### src/design/tcl_pkg.sv
`default_nettype none

package tcl_pkg;

    // Screen size defaults, in pixels.
    localparam int SCREEN_WIDTH_DEF  = 128;
    localparam int SCREEN_HEIGHT_DEF = 64;

    // Stream widths: input and result words, padded to whole bytes.
    localparam int S_TDATA_W = 32;
    localparam int M_TDATA_W = 40;

    // Configuration port.
    localparam int CFG_ADDR_W = 2;
    localparam int CFG_DATA_W = 8;

    // Special byte values.
    localparam logic [7:0] BYTE_NUL  = 8'h00;
    localparam logic [7:0] BYTE_LEAD = 8'h80;
    localparam logic [7:0] BYTE_CR   = 8'h0D;
    localparam logic [7:0] BYTE_LF   = 8'h0A;

    // Register indexes on the configuration port.
    typedef enum logic [CFG_ADDR_W-1:0] {
        CFG_FONT_WIDTH  = 2'd0,
        CFG_FONT_HEIGHT = 2'd1,
        CFG_LETTER_GAP  = 2'd2,
        CFG_LINE_GAP    = 2'd3
    } cfg_idx_t;

    // Register reset values.
    localparam logic [6:0] FONT_WIDTH_RST  = 7'd16;
    localparam logic [6:0] FONT_HEIGHT_RST = 7'd16;
    localparam logic [7:0] LETTER_GAP_RST  = 8'd0;
    localparam logic [7:0] LINE_GAP_RST    = 8'd0;

    typedef struct packed {
        logic [6:0] font_width;
        logic [6:0] font_height;
        logic [7:0] letter_gap;
        logic [7:0] line_gap;
    } cfg_t;

    typedef struct packed {
        logic [7:0] cursor_x;
        logic [7:0] cursor_y;
        logic [7:0] origin_x;
        logic [7:0] origin_y;
        logic       lead_pending;
        logic [7:0] lead_byte;
        logic       stopped;
    } layout_state_t;

    typedef struct packed {
        logic       first;
        logic [7:0] start_x;
        logic [7:0] start_y;
        logic [7:0] text_byte;
        logic       polarity;
    } text_item_t;

    typedef struct packed {
        logic [7:0]  glyph_x;
        logic [7:0]  glyph_y;
        logic        wide;
        logic [15:0] char_code;
        logic        draw_polarity;
    } glyph_t;

endpackage

`default_nettype wire

### src/design/tcl_step.sv
`default_nettype none

// Layout step for one text byte: works out the next cursor state and the
// glyph that the byte places, if any.
module tcl_step
    import tcl_pkg::*;
#(
    parameter int SCREEN_WIDTH  = SCREEN_WIDTH_DEF,
    parameter int SCREEN_HEIGHT = SCREEN_HEIGHT_DEF
) (
    input  var cfg_t          cfg,
    input  var layout_state_t st,
    input  var text_item_t    item,
    output layout_state_t     st_next,
    output logic              emit,
    output glyph_t            glyph
);

    localparam logic [9:0] SW = 10'(SCREEN_WIDTH);
    localparam logic [9:0] SH = 10'(SCREEN_HEIGHT);

    layout_state_t s_eff;
    logic [6:0]    half_w;
    logic [6:0]    glyph_w;
    logic [7:0]    line_step;
    logic          wrap;
    logic [7:0]    x1;
    logic [7:0]    y1;
    logic          past_bottom;
    logic          is_break;

    // A new string reloads the origin and cursor before the byte is used.
    always_comb begin
        s_eff = st;
        if (item.first) begin
            s_eff.origin_x     = item.start_x;
            s_eff.origin_y     = item.start_y;
            s_eff.cursor_x     = item.start_x;
            s_eff.cursor_y     = item.start_y;
            s_eff.lead_pending = 1'b0;
            s_eff.stopped      = 1'b0;
        end
    end

    // Right-edge wrap, compared on widened values so nothing wraps.
    assign half_w    = {1'b0, cfg.font_width[6:1]};
    assign glyph_w   = s_eff.lead_pending ? cfg.font_width : half_w;
    assign line_step = {1'b0, cfg.font_height} + cfg.line_gap;
    assign wrap      = ({2'b00, s_eff.cursor_x} + {3'b000, glyph_w})
                       > ({2'b00, s_eff.origin_x} + SW);
    assign x1        = wrap ? s_eff.origin_x : s_eff.cursor_x;
    assign y1        = wrap ? (s_eff.cursor_y + line_step) : s_eff.cursor_y;

    // Bottom edge, checked after any wrap.
    assign past_bottom = ({2'b00, y1} + {3'b000, cfg.font_height})
                         > ({2'b00, s_eff.origin_y} + SH);
    assign is_break    = (item.text_byte == BYTE_CR) || (item.text_byte == BYTE_LF);

    // Glyph fields follow the post-wrap cursor.
    always_comb begin
        glyph.glyph_x       = x1;
        glyph.glyph_y       = y1;
        glyph.wide          = s_eff.lead_pending;
        glyph.char_code     = s_eff.lead_pending ? {s_eff.lead_byte, item.text_byte}
                                                 : {8'h00, item.text_byte};
        glyph.draw_polarity = item.polarity;
    end

    // State update and result decision.
    always_comb begin
        st_next = s_eff;
        emit    = 1'b0;
        if (s_eff.stopped) begin
            st_next = s_eff;
        end else if (item.text_byte == BYTE_NUL) begin
            st_next.stopped      = 1'b1;
            st_next.lead_pending = 1'b0;
        end else if (!s_eff.lead_pending && (item.text_byte > BYTE_LEAD)) begin
            st_next.lead_pending = 1'b1;
            st_next.lead_byte    = item.text_byte;
        end else begin
            st_next.lead_pending = 1'b0;
            st_next.cursor_x     = x1;
            st_next.cursor_y     = y1;
            if (past_bottom) begin
                st_next.stopped = 1'b1;
            end else if (!s_eff.lead_pending && is_break) begin
                st_next.cursor_x = s_eff.origin_x;
                st_next.cursor_y = y1 + line_step;
            end else begin
                emit             = 1'b1;
                st_next.cursor_x = x1 + {1'b0, glyph_w} + cfg.letter_gap;
            end
        end
    end

endmodule

`default_nettype wire

### src/design/text_cursor_layout.sv
// Pipeline: two register stages; a result word is loaded into the result
// register once its input word, held in the input register, is processed.
// Throughput: one text byte per cycle while the result output is not stalled;
// the cursor feedback through the layout step is one combinational path.
// Reset: aresetn is synchronous and active low; it clears the cursor state,
// both stage valids and loads the font registers with 16, 16, 0 and 0.
`default_nettype none

module text_cursor_layout
    import tcl_pkg::*;
#(
    parameter int SCREEN_WIDTH  = SCREEN_WIDTH_DEF,
    parameter int SCREEN_HEIGHT = SCREEN_HEIGHT_DEF
) (
    input  wire logic                  aclk,
    input  wire logic                  aresetn,
    input  wire logic                  cfg_we,
    input  wire logic [CFG_ADDR_W-1:0] cfg_addr,
    input  wire logic [CFG_DATA_W-1:0] cfg_wdata,
    input  wire logic                  s_axis_tvalid,
    output logic                       s_axis_tready,
    // start_x[7:0], start_y[15:8], text_byte[23:16], polarity[24], zero[31:25]
    input  wire logic [S_TDATA_W-1:0]  s_axis_tdata,
    // first[0]
    input  wire logic                  s_axis_tuser,
    output logic                       m_axis_tvalid,
    input  wire logic                  m_axis_tready,
    // glyph_x[7:0], glyph_y[15:8], char_code[31:16], draw_polarity[32], zero[39:33]
    output logic [M_TDATA_W-1:0]       m_axis_tdata,
    // wide[0]
    output logic                       m_axis_tuser
);

    cfg_t          cfg_reg;
    layout_state_t state_reg;
    layout_state_t state_next;
    logic          in_valid_reg;
    text_item_t    in_item_reg;
    logic          out_valid_reg;
    glyph_t        out_glyph_reg;
    logic          advance;
    logic          step_emit;
    glyph_t        step_glyph;

    // The input word moves on whenever the result register is free or drained.
    assign advance       = !out_valid_reg || m_axis_tready;
    assign s_axis_tready = !in_valid_reg || advance;

    // Configuration registers.
    always_ff @(posedge aclk) begin
        if (!aresetn) begin
            cfg_reg.font_width  <= FONT_WIDTH_RST;
            cfg_reg.font_height <= FONT_HEIGHT_RST;
            cfg_reg.letter_gap  <= LETTER_GAP_RST;
            cfg_reg.line_gap    <= LINE_GAP_RST;
        end else if (cfg_we) begin
            unique case (cfg_idx_t'(cfg_addr))
                CFG_FONT_WIDTH:  cfg_reg.font_width  <= cfg_wdata[6:0];
                CFG_FONT_HEIGHT: cfg_reg.font_height <= cfg_wdata[6:0];
                CFG_LETTER_GAP:  cfg_reg.letter_gap  <= cfg_wdata;
                CFG_LINE_GAP:    cfg_reg.line_gap    <= cfg_wdata;
                default:         cfg_reg             <= cfg_reg;
            endcase
        end
    end

    // Input register.
    always_ff @(posedge aclk) begin
        if (!aresetn) begin
            in_valid_reg <= 1'b0;
        end else if (s_axis_tready) begin
            in_valid_reg <= s_axis_tvalid;
        end
    end

    always_ff @(posedge aclk) begin
        if (s_axis_tready && s_axis_tvalid) begin
            in_item_reg.first     <= s_axis_tuser;
            in_item_reg.start_x   <= s_axis_tdata[7:0];
            in_item_reg.start_y   <= s_axis_tdata[15:8];
            in_item_reg.text_byte <= s_axis_tdata[23:16];
            in_item_reg.polarity  <= s_axis_tdata[24];
        end
    end

    tcl_step #(
        .SCREEN_WIDTH  (SCREEN_WIDTH),
        .SCREEN_HEIGHT (SCREEN_HEIGHT)
    ) u_step (
        .cfg     (cfg_reg),
        .st      (state_reg),
        .item    (in_item_reg),
        .st_next (state_next),
        .emit    (step_emit),
        .glyph   (step_glyph)
    );

    // Cursor state commits when the held word is processed.
    always_ff @(posedge aclk) begin
        if (!aresetn) begin
            state_reg <= '0;
        end else if (in_valid_reg && advance) begin
            state_reg <= state_next;
        end
    end

    // Result register.
    always_ff @(posedge aclk) begin
        if (!aresetn) begin
            out_valid_reg <= 1'b0;
        end else if (advance) begin
            out_valid_reg <= in_valid_reg && step_emit;
        end
    end

    always_ff @(posedge aclk) begin
        if (advance && in_valid_reg && step_emit) begin
            out_glyph_reg <= step_glyph;
        end
    end

    assign m_axis_tvalid = out_valid_reg;
    assign m_axis_tuser  = out_glyph_reg.wide;
    assign m_axis_tdata  = {7'b0000000, out_glyph_reg.draw_polarity,
                            out_glyph_reg.char_code, out_glyph_reg.glyph_y,
                            out_glyph_reg.glyph_x};

endmodule

`default_nettype wire

### config.mk
export PLATFORM = sky130hd
export DESIGN_NAME = text_cursor_layout
export DESIGN_NICKNAME = d
export VERILOG_FILES = /design/src/design/tcl_pkg.sv /design/src/design/tcl_step.sv /design/src/design/text_cursor_layout.sv
export SDC_FILE = /design/constraint.sdc
export NUM_CORES = 1
export LEC_CHECK = 0
export BUFFER_PORTS_ARGS = -buffer_cell sky130_fd_sc_hd__buf_4
export CORE_MARGIN = 5
export CORE_UTILIZATION = 40
export DETAILED_ROUTE_END_ITERATION = 12
export PLACE_DENSITY = 0.61
export SYNTH_ARGS = -nofsm -noshare
export SYNTH_HDL_FRONTEND = slang
export SYNTH_SLANG_ARGS = --single-unit
### constraint.sdc
create_clock -name aclk -period 8.7 [get_ports aclk]
set_input_delay 1.74 -clock aclk [delete_from_list [all_inputs] [get_ports aclk]]
set_output_delay 1.74 -clock aclk [all_outputs]
set_load 0.03 [all_outputs]
==> reports/metrics.yaml <==
end_kind: "flop"
ys_types: 64
grt.total_usage_pct: 17.6
vias: 5803
fin_worst_skew_ns: 0.0110
worstReg2RegEnd: "state_reg[35]"
maxCapViolCount: 0
reg2reg_setup_slack_ns: 0.49
crit_start: "in_item_reg[25]"
syn_to_final_growth_pct: 17.4
finalSetupTns_ns: 0
synthArstFlopShare_pct: 0
clock_latency_ns: 0.43
place_congestion: 0.896
synth_seq_cells: 134
pre_cts_ws_ns: 0.406
portBuffers: 76
diodes: 0
slew_violations: 0
nFillCells: 1878
worst_pin_slew_ns: 1.11
cts_tree: "yes"
grt_max_degree: 47
muxShareOfSynthArea_pct: 11.4
initial_core_util_pct: 40.8
worst-path-stages: 33
crit_path_top_delay_cell: "buf_4"
path_buf_inv: 3
first_pass_iters: 5
leakage_uw: 0.00408
fin_crit_ns: 8.21
dieArea_um2: 22800
worstRegToRegCells: 33
postSynthAreaPerCell_um2: 10.0
synth_flop_cell: "dfxtp_1"
grt_overflow: 0
vdd_drop_max_mv: 0.148
synth_fa_ha_area_share_pct: 12.7
whs_ns: 0.424
hold_depth: 0
critical_path.max_stage_delay_ns: 0.49
crit-reg2reg-launch: "in_item_reg[25]"
wirelength_um: 19300
synth_top_family_by_area: "compound AO/OA/AOI/OAI gates"
grt_first_pass_wirelength_um: 30700
hold_path_class: "reg -> reg"
die_h_um: 151
htreeDepth: 4
layout_commonest_cell: "buf_4"
final_cell_mix: "buf_4 (87), nor2_1 (78), dfxtp_1 (74), inv_1 (70), mux2i_1 (67)"
syn-cell-area_um2: 7960
synth_xor_area_share_pct: 3.95
drt-wirelength-per-cell_um: 16.8
final_nets: 990
clock_tree.root_cell: "clkbuf_16"
syn_inst: 796
cp_max_fo: 41
coreArea_um2: 19500
viasPerCell: 5.05
status: "completed"
cp_top_family: "compound AO/OA/AOI/OAI gates"
cts.clk_slew.worst_paths_ns: 0.06
synth-edff-count: 60
seqCellArea_um2: 3280
post-route-drc-count: 0
arrival_ns: 8.56
grt_pass1_vias: 5723
critical_path_class: "reg -> reg"
synth_compound_area_share_pct: 13.6
post-route-period-util_pct: 94.4
dp_hpwl_um: 14400
hold_viol_final: 0
rsz0062_at_grt: "no"
powerDensity_nw_per_um2: 208
core.rowCount: 51
die_w_um: 151
postCtsSetupRepairBufs: 0
ys_warn_count: 0
critPathMostFrequentCell: "a21oi_1"
worst_slack_ns: 0.489
ioPinCount: 91
multi_input_area_um2: 4240
cp-start-kind: "flop"
finalSetupViolCount: 0
yosysSeqAreaShare_pct: 41.3
antenna_found_initial: 0
cts-buffers-inserted: 17
worstPathRequired_ns: 9.05
maxSlewHeadroom_pct: 25.5
timing.fmax_mhz: 122
clkSinkCount: 134
largest_reg_flops: 42
ant_nets: 0
cts_max_path_buffers: 2
endpoint: "state_reg[35]"
drive_above_1_share_pct: 16.6
first_iter_violations: 414
synthSimpleGateAreaFrac_pct: 10.9
-- cell usage after synthesis, types with 6 or more instances --
master,count,area (um2)
a211o_1,6,52.6
a211oi_1,22,165
a21o_1,10,75.1
a21oi_1,48,240
and2_1,11,68.8
buf_4,10,75.1
clkbuf_1,17,63.8
dfxtp_1,74,1480
edfxtp_1,60,1800
fa_1,13,260
ha_1,59,738
inv_1,70,263
mux2_2,14,158
mux2i_1,67,671
nand2_1,44,165
nand2b_1,6,37.5
nand3_1,10,50.1
nor2_1,78,293
nor2b_1,8,50.1
nor3_1,9,45.0
o211ai_1,9,67.6
o21a_1,8,60.1
o21ai_0,29,145
xnor2_1,20,175
xor2_1,14,123
-- what timing repair did --
action / CTS / global route
gates resized for setup: 0 / 1
hold buffers: 0 / 0
setup endpoints to repair: 0 / 3
-- per-stage QoR --
stage / utilization [%] / cell area [um2] / power, uW / std cells
2_1_floorplan: - / 7990 / 1110 / 802
3_3_place_gp: 44.9 / 8770 / 1250 / 1116
3_5_place_dp: 44.9 / 8770 / 1250 / 1116
4_1_cts: 47.8 / 9330 / 1950 / 1148
5_1_grt: 47.8 / 9340 / 2050 / 1148
6_report: 47.8 / 9340 / 1940 / 1148
-- where the power goes --
| part | total, uW | switching (uW) | internal, uW |
|---|---|---|---|
| Clock | 696 | 277 | 419 |
| Sequential | 723 | 18.9 | 704 |
| Combinational | 521 | 311 | 210 |
-- how the worst min path moves through the flow --
stage	start	slack (ns)	end
after CTS	in_item_reg[0]	0.43	m_axis_tdata[32]
after floorplan	in_item_reg[0]	0.40	m_axis_tdata[32]
after global placement	in_item_reg[0]	0.41	m_axis_tdata[32]
final	in_item_reg[0]	0.42	m_axis_tdata[32]
after global routing	in_item_reg[0]	0.45	m_axis_tdata[32]
after detailed placement	in_item_reg[0]	0.42	m_axis_tdata[32]
-- area by class of cell --
class	instances	area share [%]
clock buffer	19	4.63
clock inverter	13	1.39
inverter	73	2.93
multi-input combinational	557	45.3
sequential	134	35.2
tap	265	3.55
timing repair buffer	87	6.99
-- kinds of logic after synthesis --
family	Yosys count
mux	87
buf+inv	111
flops	134
xor+xnor	35
compound gates	166
other cells	1
simple gates	189
fa+ha+maj	73
-- per-layer routing --
| metal | wire length [um] | GRT usage (%) |
|---|---|---|
| met1 | 8970 | 22.8 |
| met2 | 9350 | 29.5 |
| met3 | 541 | 3.44 |
| met4 | 432 | 6.07 |
| met5 | 0 | 0 |
No activity file was read; power rests on OpenSTA's default activity.
